--- src/rtl/core/psac_pkg.sv ---
package psac_pkg;

	// Widths of the device control value and of the integral accumulator.
	localparam int PARAM_BITS    = 16;
	localparam int INTEGRAL_BITS = 24;

	// Field and register widths.
	localparam int MEAS_W    = 8;
	localparam int TARGET_W  = 8;
	localparam int BAND_W    = 4;
	localparam int GAIN_W    = 18;
	localparam int WINDUP_W  = 16;
	localparam int FSTEP_W   = 10;
	localparam int MODE_W    = 3;
	localparam int STATUS_W  = 3;
	localparam int CFG_W     = 18;
	localparam int CFG_IDX_W = 3;

	// Arithmetic widths, derived from the ones above, and the rounding shift.
	localparam int ERR_W      = MEAS_W + 1;
	localparam int DERIV_W    = ERR_W + 1;
	localparam int PROD_P_W   = GAIN_W + 1 + ERR_W;
	localparam int PROD_I_W   = GAIN_W + 1 + INTEGRAL_BITS;
	localparam int PROD_D_W   = GAIN_W + 1 + DERIV_W;
	localparam int SUM_W      = PROD_I_W + 2;
	localparam int ROUND_SH   = 8;
	localparam int MAG_W      = SUM_W + 1 - ROUND_SH;
	localparam int DELTA_W    = MAG_W + 1;
	localparam int MOVE_W     = ((PARAM_BITS > DELTA_W) ? PARAM_BITS : DELTA_W) + 1;
	localparam int CLAMP_W    = INTEGRAL_BITS + 2;

	// Stream widths.
	localparam int IN_FIELDS_W  = MEAS_W + 3 * PARAM_BITS;
	localparam int IN_TDATA_W   = ((IN_FIELDS_W + 7) / 8) * 8;
	localparam int OUT_FIELDS_W = PARAM_BITS + 1 + STATUS_W;
	localparam int OUT_TDATA_W  = ((OUT_FIELDS_W + 7) / 8) * 8;

	// Constants of the control law.
	localparam logic [MEAS_W-1:0] BEST_SAT_LEVEL = 8'd254;
	localparam int ROUND_HALF = 1 << (ROUND_SH - 1);
	localparam logic [MAG_W-1:0] UNIT_STEP = MAG_W'(1);

	// Mode flag bit positions.
	localparam int MODE_INVERT     = 0;
	localparam int MODE_STOP       = 1;
	localparam int MODE_MIN_TARGET = 2;

	typedef enum logic [CFG_IDX_W-1:0] {
		REG_TARGET   = 3'd0,
		REG_BAND     = 3'd1,
		REG_GAIN_P   = 3'd2,
		REG_GAIN_I   = 3'd3,
		REG_GAIN_D   = 3'd4,
		REG_WINDUP   = 3'd5,
		REG_FSTEP    = 3'd6,
		REG_MODE     = 3'd7
	} cfg_reg_t;

	typedef enum logic [STATUS_W-1:0] {
		ST_STEPPED   = 3'd0,
		ST_AT_TARGET = 3'd1,
		ST_AT_LIMIT  = 3'd2,
		ST_BEST      = 3'd3,
		ST_BEST_SAT  = 3'd4
	} status_t;

	typedef struct packed {
		logic [TARGET_W-1:0] target_value;
		logic [BAND_W-1:0]   error_band;
		logic [GAIN_W-1:0]   gain_p;
		logic [GAIN_W-1:0]   gain_i;
		logic [GAIN_W-1:0]   gain_d;
		logic [WINDUP_W-1:0] windup_limit;
		logic [FSTEP_W-1:0]  fixed_step;
		logic [MODE_W-1:0]   mode_flags;
	} cfg_t;

	// Request as it leaves the front stage.
	typedef struct packed {
		logic signed [ERR_W-1:0]         err;
		logic signed [INTEGRAL_BITS-1:0] integ;
		logic signed [DERIV_W-1:0]       deriv;
		logic signed [PARAM_BITS-1:0]    cur;
		logic signed [PARAM_BITS-1:0]    pmin;
		logic signed [PARAM_BITS-1:0]    pmax;
		logic                            meas_top;
	} front_t;

	// Request with its step magnitude resolved.
	typedef struct packed {
		logic signed [ERR_W-1:0]      err;
		logic [MAG_W-1:0]             mag;
		logic signed [PARAM_BITS-1:0] cur;
		logic signed [PARAM_BITS-1:0] pmin;
		logic signed [PARAM_BITS-1:0] pmax;
		logic                         meas_top;
	} gain_t;

	// Result of one request.
	typedef struct packed {
		status_t                      status;
		logic                         write_param;
		logic signed [PARAM_BITS-1:0] new_param;
	} result_t;

endpackage

--- src/rtl/core/psac_front.sv ---
module psac_front (
	input  logic                                clk,
	input  logic                                arst_n,
	input  psac_pkg::cfg_t                      cfg,
	input  logic                                in_valid,
	output logic                                in_ready,
	input  logic [psac_pkg::IN_TDATA_W-1:0]     in_data,
	output logic                                out_valid,
	input  logic                                out_ready,
	output psac_pkg::front_t                    out_data
);

	localparam int IB = psac_pkg::INTEGRAL_BITS;
	localparam int PB = psac_pkg::PARAM_BITS;
	localparam int MW = psac_pkg::MEAS_W;
	localparam int EW = psac_pkg::ERR_W;
	localparam int CW = psac_pkg::CLAMP_W;

	localparam logic signed [IB-1:0] INT_MAX = {1'b0, {(IB-1){1'b1}}};
	localparam logic signed [IB-1:0] INT_MIN = {1'b1, {(IB-1){1'b0}}};

	logic [MW-1:0]                   meas;
	logic signed [EW-1:0]            err_c;
	logic signed [IB:0]              isum_c;
	logic signed [IB-1:0]            isat_c;
	logic signed [CW-1:0]            iwide_c;
	logic signed [CW-1:0]            lim_c;
	logic signed [CW-1:0]            iclamp_c;
	logic signed [psac_pkg::DERIV_W-1:0] deriv_c;
	logic signed [IB-1:0]            integ_q;
	logic signed [EW-1:0]            prev_q;
	logic                            accept;
	psac_pkg::front_t                data_s1;
	logic                            valid_s1;

	assign meas  = in_data[MW-1:0];
	assign err_c = $signed({1'b0, cfg.target_value}) - $signed({1'b0, meas});

	always_comb begin
		isum_c = {integ_q[IB-1], integ_q} + (IB+1)'(err_c);
		if (isum_c[IB] != isum_c[IB-1]) begin
			isat_c = isum_c[IB] ? INT_MIN : INT_MAX;
		end else begin
			isat_c = isum_c[IB-1:0];
		end
		iwide_c  = CW'(isat_c);
		lim_c    = $signed({{(CW-psac_pkg::WINDUP_W){1'b0}}, cfg.windup_limit});
		iclamp_c = iwide_c;
		if (cfg.windup_limit != '0) begin
			if (iwide_c > lim_c) begin
				iclamp_c = lim_c;
			end else if (iwide_c < -lim_c) begin
				iclamp_c = -lim_c;
			end
		end
	end

	assign deriv_c = {err_c[EW-1], err_c} - {prev_q[EW-1], prev_q};

	assign in_ready = !valid_s1 || out_ready;
	assign accept   = in_valid && in_ready;

	// The integral and previous error only advance on the PID path.
	always_ff @(posedge clk or negedge arst_n) begin
		if (!arst_n) begin
			integ_q <= '0;
			prev_q  <= '0;
		end else if (accept && cfg.fixed_step == '0) begin
			integ_q <= iclamp_c[IB-1:0];
			prev_q  <= err_c;
		end
	end

	always_ff @(posedge clk or negedge arst_n) begin
		if (!arst_n) begin
			valid_s1 <= 1'b0;
		end else if (in_ready) begin
			valid_s1 <= in_valid;
		end
	end

	always_ff @(posedge clk) begin
		if (accept) begin
			data_s1.err      <= err_c;
			data_s1.integ    <= iclamp_c[IB-1:0];
			data_s1.deriv    <= deriv_c;
			data_s1.cur      <= in_data[MW +: PB];
			data_s1.pmin     <= in_data[MW+PB +: PB];
			data_s1.pmax     <= in_data[MW+2*PB +: PB];
			data_s1.meas_top <= meas > psac_pkg::BEST_SAT_LEVEL;
		end
	end

	assign out_valid = valid_s1;
	assign out_data  = data_s1;

endmodule

--- src/rtl/core/psac_gain.sv ---
module psac_gain (
	input  logic              clk,
	input  logic              arst_n,
	input  psac_pkg::cfg_t    cfg,
	input  logic              in_valid,
	output logic              in_ready,
	input  psac_pkg::front_t  in_data,
	output logic              out_valid,
	input  logic              out_ready,
	output psac_pkg::gain_t   out_data
);

	localparam int SW = psac_pkg::SUM_W;
	localparam int MG = psac_pkg::MAG_W;

	logic signed [psac_pkg::PROD_P_W-1:0] prod_p_s2;
	logic signed [psac_pkg::PROD_I_W-1:0] prod_i_s2;
	logic signed [psac_pkg::PROD_D_W-1:0] prod_d_s2;
	psac_pkg::front_t                     fr_s2;
	logic                                 valid_s2;
	logic                                 ready_s3;
	psac_pkg::gain_t                      data_s3;
	logic                                 valid_s3;

	logic signed [SW-1:0] sum_c;
	logic [SW-1:0]        abs_c;
	logic [SW:0]          rnd_c;
	logic [MG-1:0]        mag_c;

	assign ready_s3 = !valid_s3 || out_ready;
	assign in_ready = !valid_s2 || ready_s3;

	// Stage 2: the three gain products.
	always_ff @(posedge clk or negedge arst_n) begin
		if (!arst_n) begin
			valid_s2 <= 1'b0;
		end else if (in_ready) begin
			valid_s2 <= in_valid;
		end
	end

	always_ff @(posedge clk) begin
		if (in_valid && in_ready) begin
			prod_p_s2 <= $signed({1'b0, cfg.gain_p}) * $signed(in_data.err);
			prod_i_s2 <= $signed({1'b0, cfg.gain_i}) * $signed(in_data.integ);
			prod_d_s2 <= $signed({1'b0, cfg.gain_d}) * $signed(in_data.deriv);
			fr_s2     <= in_data;
		end
	end

	// Stage 3: sum, magnitude and rounding half away from zero, or the fixed step when one is set.
	always_comb begin
		sum_c = SW'(prod_p_s2) + SW'(prod_i_s2) + SW'(prod_d_s2);
		abs_c = sum_c[SW-1] ? SW'(-sum_c) : SW'(sum_c);
		rnd_c = {1'b0, abs_c} + (SW+1)'(psac_pkg::ROUND_HALF);
		if (cfg.fixed_step != '0) begin
			mag_c = MG'(cfg.fixed_step);
		end else begin
			mag_c = rnd_c[SW:psac_pkg::ROUND_SH];
		end
	end

	always_ff @(posedge clk or negedge arst_n) begin
		if (!arst_n) begin
			valid_s3 <= 1'b0;
		end else if (ready_s3) begin
			valid_s3 <= valid_s2;
		end
	end

	always_ff @(posedge clk) begin
		if (valid_s2 && ready_s3) begin
			data_s3.err      <= fr_s2.err;
			data_s3.mag      <= mag_c;
			data_s3.cur      <= fr_s2.cur;
			data_s3.pmin     <= fr_s2.pmin;
			data_s3.pmax     <= fr_s2.pmax;
			data_s3.meas_top <= fr_s2.meas_top;
		end
	end

	assign out_valid = valid_s3;
	assign out_data  = data_s3;

endmodule

--- src/rtl/core/psac_decide.sv ---
module psac_decide (
	input  logic              clk,
	input  logic              arst_n,
	input  psac_pkg::cfg_t    cfg,
	input  logic              in_valid,
	output logic              in_ready,
	input  psac_pkg::gain_t   in_data,
	output logic              out_valid,
	input  logic              out_ready,
	output psac_pkg::result_t out_data
);

	localparam int EW = psac_pkg::ERR_W;
	localparam int PB = psac_pkg::PARAM_BITS;
	localparam int MG = psac_pkg::MAG_W;
	localparam int DW = psac_pkg::DELTA_W;
	localparam int TW = psac_pkg::MOVE_W;

	logic signed [EW-1:0] last_err_q;
	logic                 moved_up_q;
	logic                 moved_down_q;
	logic                 unit_q;
	psac_pkg::result_t    res_q;
	logic                 valid_q;

	logic                 fire;
	logic [EW-1:0]        err_neg;
	logic [EW-1:0]        last_neg;
	logic [EW-2:0]        err_abs;
	logic [EW-2:0]        last_abs;
	logic                 out_of_band;
	logic                 up;
	logic                 stop;
	logic                 turning;
	logic                 grew;
	logic                 best;
	logic                 go_back;
	logic                 up_eff;
	logic [MG-1:0]        mag_eff;
	logic                 neg;
	logic                 nonzero;
	logic signed [DW-1:0] delta;
	logic signed [TW-1:0] move;
	logic                 at_limit;
	logic                 best_sat;
	logic                 act;
	psac_pkg::result_t    res_c;

	assign err_neg  = -in_data.err;
	assign last_neg = -last_err_q;
	assign err_abs  = in_data.err[EW-1] ? err_neg[EW-2:0] : in_data.err[EW-2:0];
	assign last_abs = last_err_q[EW-1] ? last_neg[EW-2:0] : last_err_q[EW-2:0];

	always_comb begin
		out_of_band = err_abs > (EW-1)'(cfg.error_band);
		up          = !in_data.err[EW-1];
		stop        = cfg.mode_flags[psac_pkg::MODE_STOP] && unit_q;
		turning     = up ? moved_down_q : moved_up_q;
		grew        = err_abs > last_abs;
		best        = stop && turning && !grew;
		go_back     = stop && !turning && grew;
		up_eff      = go_back ? !up : up;
		mag_eff     = (stop && grew) ? psac_pkg::UNIT_STEP : in_data.mag;
		act         = out_of_band && !best;

		neg      = cfg.mode_flags[psac_pkg::MODE_INVERT] ^ !up_eff;
		nonzero  = mag_eff != '0;
		delta    = neg ? -$signed({1'b0, mag_eff}) : $signed({1'b0, mag_eff});
		move     = TW'(in_data.cur) + TW'(delta);
		at_limit = nonzero && ((!neg && in_data.cur == in_data.pmax) ||
			(neg && in_data.cur == in_data.pmin));
		best_sat = cfg.mode_flags[psac_pkg::MODE_MIN_TARGET] && in_data.meas_top &&
			cfg.target_value == psac_pkg::BEST_SAT_LEVEL;

		res_c.new_param   = '0;
		res_c.write_param = 1'b0;
		if (!out_of_band) begin
			res_c.status = psac_pkg::ST_AT_TARGET;
		end else if (best) begin
			res_c.status = best_sat ? psac_pkg::ST_BEST_SAT : psac_pkg::ST_BEST;
		end else if (at_limit) begin
			res_c.status = psac_pkg::ST_AT_LIMIT;
		end else begin
			res_c.status      = psac_pkg::ST_STEPPED;
			res_c.write_param = 1'b1;
			if (move > TW'(in_data.pmax)) begin
				res_c.new_param = in_data.pmax;
			end else if (move < TW'(in_data.pmin)) begin
				res_c.new_param = in_data.pmin;
			end else begin
				res_c.new_param = move[PB-1:0];
			end
		end
	end

	assign in_ready = !valid_q || out_ready;
	assign fire     = in_valid && in_ready;

	always_ff @(posedge clk or negedge arst_n) begin
		if (!arst_n) begin
			last_err_q   <= '0;
			moved_up_q   <= 1'b0;
			moved_down_q <= 1'b0;
			unit_q       <= 1'b0;
			valid_q      <= 1'b0;
		end else begin
			if (in_ready) begin
				valid_q <= in_valid;
			end
			if (fire && act) begin
				last_err_q   <= in_data.err;
				moved_up_q   <= up_eff;
				moved_down_q <= !up_eff;
				unit_q       <= mag_eff == psac_pkg::UNIT_STEP;
			end
		end
	end

	always_ff @(posedge clk) begin
		if (fire) begin
			res_q <= res_c;
		end
	end

	assign out_valid = valid_q;
	assign out_data  = res_q;

endmodule

--- src/rtl/core/pid_step_adjust_controller.sv ---
// An accepted request passes through the front, products and magnitude registers in turn and
// then enters the output register, from which the consumer takes it.
// Throughput: one request per cycle while results are taken; the four register stages
// (front, products, magnitude, decision) each take a new request whenever the stage after it moves on.
// Reset: arst_n loads the register bank with its reset values and clears the integral, the
// error history, the direction and unit-step flags and all valid bits; no clearing pass.
module pid_step_adjust_controller (
	input  logic                                 clk,
	input  logic                                 arst_n,
	// Configuration write port.
	input  logic                                 cfg_wr_en,
	input  logic [psac_pkg::CFG_IDX_W-1:0]       cfg_index,
	input  logic [psac_pkg::CFG_W-1:0]           cfg_data,
	// Measurement requests.
	input  logic                                 s_axis_tvalid,
	output logic                                 s_axis_tready,
	// tdata from bit 0: measured_value, current_param, param_min, param_max
	input  logic [psac_pkg::IN_TDATA_W-1:0]      s_axis_tdata,
	// Results.
	output logic                                 m_axis_tvalid,
	input  logic                                 m_axis_tready,
	// tdata from bit 0: new_param, write_param, status, zero padding
	output logic [psac_pkg::OUT_TDATA_W-1:0]     m_axis_tdata
);

	// Register bank. The user must write it only while no request is in flight (the block does
	// not enforce this), so every stage reads it directly without copying it along the pipeline.
	psac_pkg::cfg_t cfg_q;

	always_ff @(posedge clk or negedge arst_n) begin
		if (!arst_n) begin
			cfg_q.target_value <= 8'd128;
			cfg_q.error_band   <= '0;
			cfg_q.gain_p       <= psac_pkg::GAIN_W'(256);
			cfg_q.gain_i       <= '0;
			cfg_q.gain_d       <= '0;
			cfg_q.windup_limit <= '0;
			cfg_q.fixed_step   <= '0;
			cfg_q.mode_flags   <= '0;
		end else if (cfg_wr_en) begin
			unique case (psac_pkg::cfg_reg_t'(cfg_index))
				psac_pkg::REG_TARGET: cfg_q.target_value <= cfg_data[psac_pkg::TARGET_W-1:0];
				psac_pkg::REG_BAND:   cfg_q.error_band   <= cfg_data[psac_pkg::BAND_W-1:0];
				psac_pkg::REG_GAIN_P: cfg_q.gain_p       <= cfg_data[psac_pkg::GAIN_W-1:0];
				psac_pkg::REG_GAIN_I: cfg_q.gain_i       <= cfg_data[psac_pkg::GAIN_W-1:0];
				psac_pkg::REG_GAIN_D: cfg_q.gain_d       <= cfg_data[psac_pkg::GAIN_W-1:0];
				psac_pkg::REG_WINDUP: cfg_q.windup_limit <= cfg_data[psac_pkg::WINDUP_W-1:0];
				psac_pkg::REG_FSTEP:  cfg_q.fixed_step   <= cfg_data[psac_pkg::FSTEP_W-1:0];
				psac_pkg::REG_MODE:   cfg_q.mode_flags   <= cfg_data[psac_pkg::MODE_W-1:0];
				default: ;
			endcase
		end
	end

	// The front stage forms the error and, when no fixed step is set, updates the integral and
	// previous error at acceptance, so the accumulator sees requests strictly in arrival order.
	logic              front_valid;
	logic              front_ready;
	psac_pkg::front_t  front_data;

	psac_front u_front (
		.clk       (clk),
		.arst_n    (arst_n),
		.cfg       (cfg_q),
		.in_valid  (s_axis_tvalid),
		.in_ready  (s_axis_tready),
		.in_data   (s_axis_tdata),
		.out_valid (front_valid),
		.out_ready (front_ready),
		.out_data  (front_data)
	);

	// The gain stages register the three products, then the rounded magnitude of their
	// sum, or the fixed step when one is set.
	logic              gain_valid;
	logic              gain_ready;
	psac_pkg::gain_t   gain_data;

	psac_gain u_gain (
		.clk       (clk),
		.arst_n    (arst_n),
		.cfg       (cfg_q),
		.in_valid  (front_valid),
		.in_ready  (front_ready),
		.in_data   (front_data),
		.out_valid (gain_valid),
		.out_ready (gain_ready),
		.out_data  (gain_data)
	);

	// The decision stage holds the direction history, which only changes as a request
	// enters the output register, and applies the band, stop mode and device limits.
	psac_pkg::result_t res;

	psac_decide u_decide (
		.clk       (clk),
		.arst_n    (arst_n),
		.cfg       (cfg_q),
		.in_valid  (gain_valid),
		.in_ready  (gain_ready),
		.in_data   (gain_data),
		.out_valid (m_axis_tvalid),
		.out_ready (m_axis_tready),
		.out_data  (res)
	);

	assign m_axis_tdata = {{(psac_pkg::OUT_TDATA_W - psac_pkg::OUT_FIELDS_W){1'b0}},
		res.status, res.write_param, res.new_param};

	// A value is issued exactly when the device was stepped.
	a_write_iff_stepped: assert property (@(posedge clk) disable iff (!arst_n)
		m_axis_tvalid |-> (res.write_param == (res.status == psac_pkg::ST_STEPPED)))
		else $error("write flag and stepped status disagree");

	// A result without a write carries a zero value.
	a_idle_value_zero: assert property (@(posedge clk) disable iff (!arst_n)
		(m_axis_tvalid && !res.write_param) |-> (res.new_param == '0))
		else $error("nonzero value on a result without a write");

	// A result held back by the consumer keeps its status and value.
	a_result_held: assert property (@(posedge clk) disable iff (!arst_n)
		(m_axis_tvalid && !m_axis_tready) |=> (m_axis_tvalid && $stable(res)))
		else $error("stalled result changed");

endmodule

--- config.mk ---
export PLATFORM = sky130hd
export DESIGN_NAME = pid_step_adjust_controller
export DESIGN_NICKNAME = d
export VERILOG_FILES = /design/src/rtl/core/psac_pkg.sv /design/src/rtl/core/psac_front.sv /design/src/rtl/core/psac_gain.sv /design/src/rtl/core/psac_decide.sv /design/src/rtl/core/pid_step_adjust_controller.sv
export SDC_FILE = /design/constraint.sdc
export NUM_CORES = 2
export LEC_CHECK = 0
export ABC_CLOCK_PERIOD_IN_PS = 21500
export BUFFER_PORTS_ARGS = -buffer_cell sky130_fd_sc_hd__buf_2
export CAP_MARGIN = 10
export CORE_MARGIN = 2
export CORE_UTILIZATION = 25
export CTS_CLUSTER_SIZE = 14
export DETAILED_ROUTE_END_ITERATION = 8
export REMOVE_ABC_BUFFERS = 1
export SLEW_MARGIN = 40
export SYNTH_ARGS = -nofsm -noshare
export SYNTH_HDL_FRONTEND = slang
export SYNTH_SLANG_ARGS = --single-unit
--- constraint.sdc ---
create_clock -name clk -period 21.5 [get_ports clk]
set_input_delay 1.075 -clock clk [delete_from_list [all_inputs] [get_ports clk]]
set_output_delay 1.075 -clock clk [all_outputs]
set_load 0.05 [all_outputs]
==> impl_metrics.csv <==
group,metric,value,unit
clock_tree,ctsResizeCount,0,
setup_path,crit_buf_inv,1,
setup_path,r2r_end,"u_decide.out_data[0]",
detailed_routing,first_iter_violations,2799,
clock_tree,clock_sink_count,510,
synth,synth_area_per_cell,9.88,sq um
final_layout,layout_commonest_cell,"inv_1",
setup_path,r2r_cells,41,
global_route,grt_pass1_vias,43000,
setup_path,regToRegSetupSlack,10.98,ns
global_route,antenna_found_initial,8,
detailed_routing,drc,0,
detailed_routing,via_per_inst,4.69,
setup_path,cp-end-kind,"register",
detailed_routing,ant_nets,0,
synth,synth-main-ff-cell,"edfxtp_1",
die,num_rows,177,
setup_path,reg2reg_from,"u_decide.last_err_q[1]",
global_route,grt_max_degree,82,
clock_tree,hold_buffers,0,
setup_path,crit_cells,41,
synth,synth_edf_count,366,
final_layout,drive_above_1_share,7.41,%
synth,async_flop_share,28.2,%
clock_tree,clk_latency,0.71,ns
sta,finClkSkew,0.0729,ns
synth,yosys_warnings,0,
die,chipHeight,488,microns
sta,finalHoldViolations,0,
clock_tree,clockRootBuffer,"clkbuf_16",
setup_path,crit_required,21.96,ns
setup_path,path_class,"register to register",
detailed_routing,first_pass_iters,5,
clock_tree,cts_tree,"built",
synth,syn_inst,5923,
die,num_io_pins,108,
clock_tree,cts.clk_slew.worst_paths,0.07,ns
detailed_routing,wl_per_cell,16.9,microns
die,die_w,488,microns
final_layout,layout_common_cells,"inv_1 (843), fa_1 (716), nand2_1 (624)",
die,start_util,25.2,%
synth,netlist_area,58500,sq um
setup_path,crit_fanout,66,
setup_path,critPathSlowestCell,"mux2_2",
final_layout,fill_cells,24300,
synth,synth.ff_latch_count,510,
die,die_area,238000,sq um
setup_path,crit_path_max_incr_delay,0.62,ns
global_route,grtUsageTotal,12.7,%
synth,synthDistinctLibCells,94,
global_route,grt_pass1_wl,242000,microns
sta,tns,0,ns
sta,finalSetupViolCount,0,
placement,dpl.hpwl,120000,microns
sta,tightestPinTransition,0.969,ns
setup_path,crit_arrival,10.98,ns
final_layout,area_delta_synth_final,10.2,%
global_route,grt-ovfl-total,0,
sta,rsz0062_at_grt,"false",
job,cap_viol_max_count,0,
sta,drv_slew,0,
detailed_routing,wl,152000,microns
placement,io_buffers,103,
run_status,status,"completed",
die,coreArea,233000,sq um
sta,max_freq,95.0,MHz
clock_tree,clockBufferDepth,3,
detailed_routing,via_count,42200,
sta,fin_crit_sh,48.9,%
placement,gp_congestion,0.868,
sta,final.min_clock_period,10.52,ns
clock_tree,cts_setup_buffers,0,
sta,slew_headroom,35.4,%
hold_path,hp-class,"input pin to async pin",
clock_tree,h-tree-depth,2,
setup_path,crit_family,"compound AO/OA/AOI/OAI gates",
synth,yosysSeqAreaShare,25.0,%
setup_path,crit_path_start_kind,"register",
final_layout,nNetsFinal,7236,
clock_tree,cts_buffers,54,
[layout make-up]
class / instances / area (sq um) / share of cell area [%]
antenna: 2 / 5.00 / 0.00777
clock buffer: 63 / 1410 / 2.18
clock inverter: 37 / 472 / 0.732
inverter: 845 / 3170 / 4.92
multi-input combinational: 4342 / 40000 / 62.0
sequential: 510 / 14600 / 22.7
tap: 3043 / 3810 / 5.91
timing repair buffer: 156 / 995 / 1.54
[worst max path at each step]
stage	startpoint	to	slack, ns
after floorplan	u_gain.out_data[87]	u_decide.out_data[10]	8.55
after global placement	u_decide.last_err_q[1]	u_decide.out_data[5]	10.76
after detailed placement	u_gain.out_data[87]	u_decide.out_data[0]	11.04
after CTS	u_decide.last_err_q[1]	u_decide.out_data[0]	10.97
after global routing	u_gain.out_data[87]	u_decide.out_data[5]	10.16
final	u_decide.last_err_q[1]	u_decide.out_data[0]	10.98
[flip-flops by register name (all words and copies together), names as in the netlist]
| register | cells |
|---|---|
| u_decide.last_err_q | 9 |
| u_front.prev_q | 9 |
| u_gain.prod_d_s2 | 29 |
| u_front.out_data | 92 |
| u_gain.prod_i_s2 | 43 |
| u_decide.moved_up_q | 1 |
| u_gain.out_data | 96 |
| cfg_q | 95 |
| u_front.integ_q | 24 |
| u_decide.out_data | 20 |
| u_gain.prod_p_s2 | 28 |
| u_gain.out_valid | 1 |
| u_decide.unit_q | 1 |
| u_decide.moved_down_q | 1 |
| u_gain.fr_s2 | 58 |
| u_decide.out_valid | 1 |
| u_front.out_valid | 1 |
| u_gain.valid_s2 | 1 |
[cells in the mapped netlist (10+ instances only)]
cell type,count,area share [%]
inv_1,845,5.4
buf_2,12,0.10
xnor2_1,209,3.1
nor4_1,28,0.30
nand2b_1,83,0.89
a21boi_0,11,0.14
nand4_1,56,0.60
nor3_1,82,0.70
a21o_1,123,1.6
nand3_1,65,0.56
or3_1,27,0.29
nor2_1,259,1.7
mux2_2,117,2.3
o211a_1,21,0.36
o211ai_1,31,0.40
ha_1,528,11
nor2b_1,53,0.57
a31oi_1,35,0.37
xor2_1,98,1.5
and3_1,28,0.30
o21bai_1,38,0.49
fa_1,717,25
o31a_1,10,0.15
dfrtp_1,142,6.1
o22ai_1,18,0.19
o21ai_0,169,1.4
nand2_1,624,4.0
a21oi_1,248,2.1
o21a_1,55,0.71
clkbuf_1,211,1.4
edfxtp_1,366,19
a211oi_1,18,0.23
and2_1,343,3.7
a311oi_1,14,0.21
or2_2,19,0.20
a221o_1,13,0.22
o31ai_1,25,0.32
[per-layer routing]
| layer | vias up | routed length, microns | track usage [%] |
|---|---|---|---|
| met1 | 21200 | 72500 | 18.4 |
| li1 | 19600 | - | - |
| met5 | - | 8 | 0 |
| met3 | 157 | 9390 | 1.81 |
| met2 | 1205 | 67600 | 19.9 |
| met4 | 2 | 2800 | 2.77 |
[logic make-up after synthesis]
group,after synthesis,synth area share (%)
buffers and inverters,1075,6.95
flip-flops,510,25.0
adder cells (fa/ha/maj),1246,35.9
multiplexers,126,2.41
other,1,0.00641
XOR/XNOR,307,4.60
AND/OR/NAND/NOR,1719,14.5
AO/OA/AOI/OAI,939,10.7
[stage by stage]
| step | instances | worst slack, ns | instance area [sq um] | util [%] | hold slack (ns) |
|---|---|---|---|---|---|
| 5_1_grt | 8998 | 10.16 | 64400 | 27.7 | 0.276 |
| 2_1_floorplan | 5697 | 8.55 | 57600 | - | 0.400 |
| 6_report | 8998 | 10.98 | 64400 | 27.7 | 0.271 |
| 3_3_place_gp | 8880 | 10.76 | 62300 | 26.8 | 0.402 |
| 4_1_cts | 8988 | 10.97 | 64300 | 27.6 | 0.257 |
| 3_5_place_dp | 8888 | 11.04 | 62400 | 26.8 | 0.405 |
Power is not shown: default switching activity piles up to over one toggle a cycle in this logic, so the estimate is an artifact.
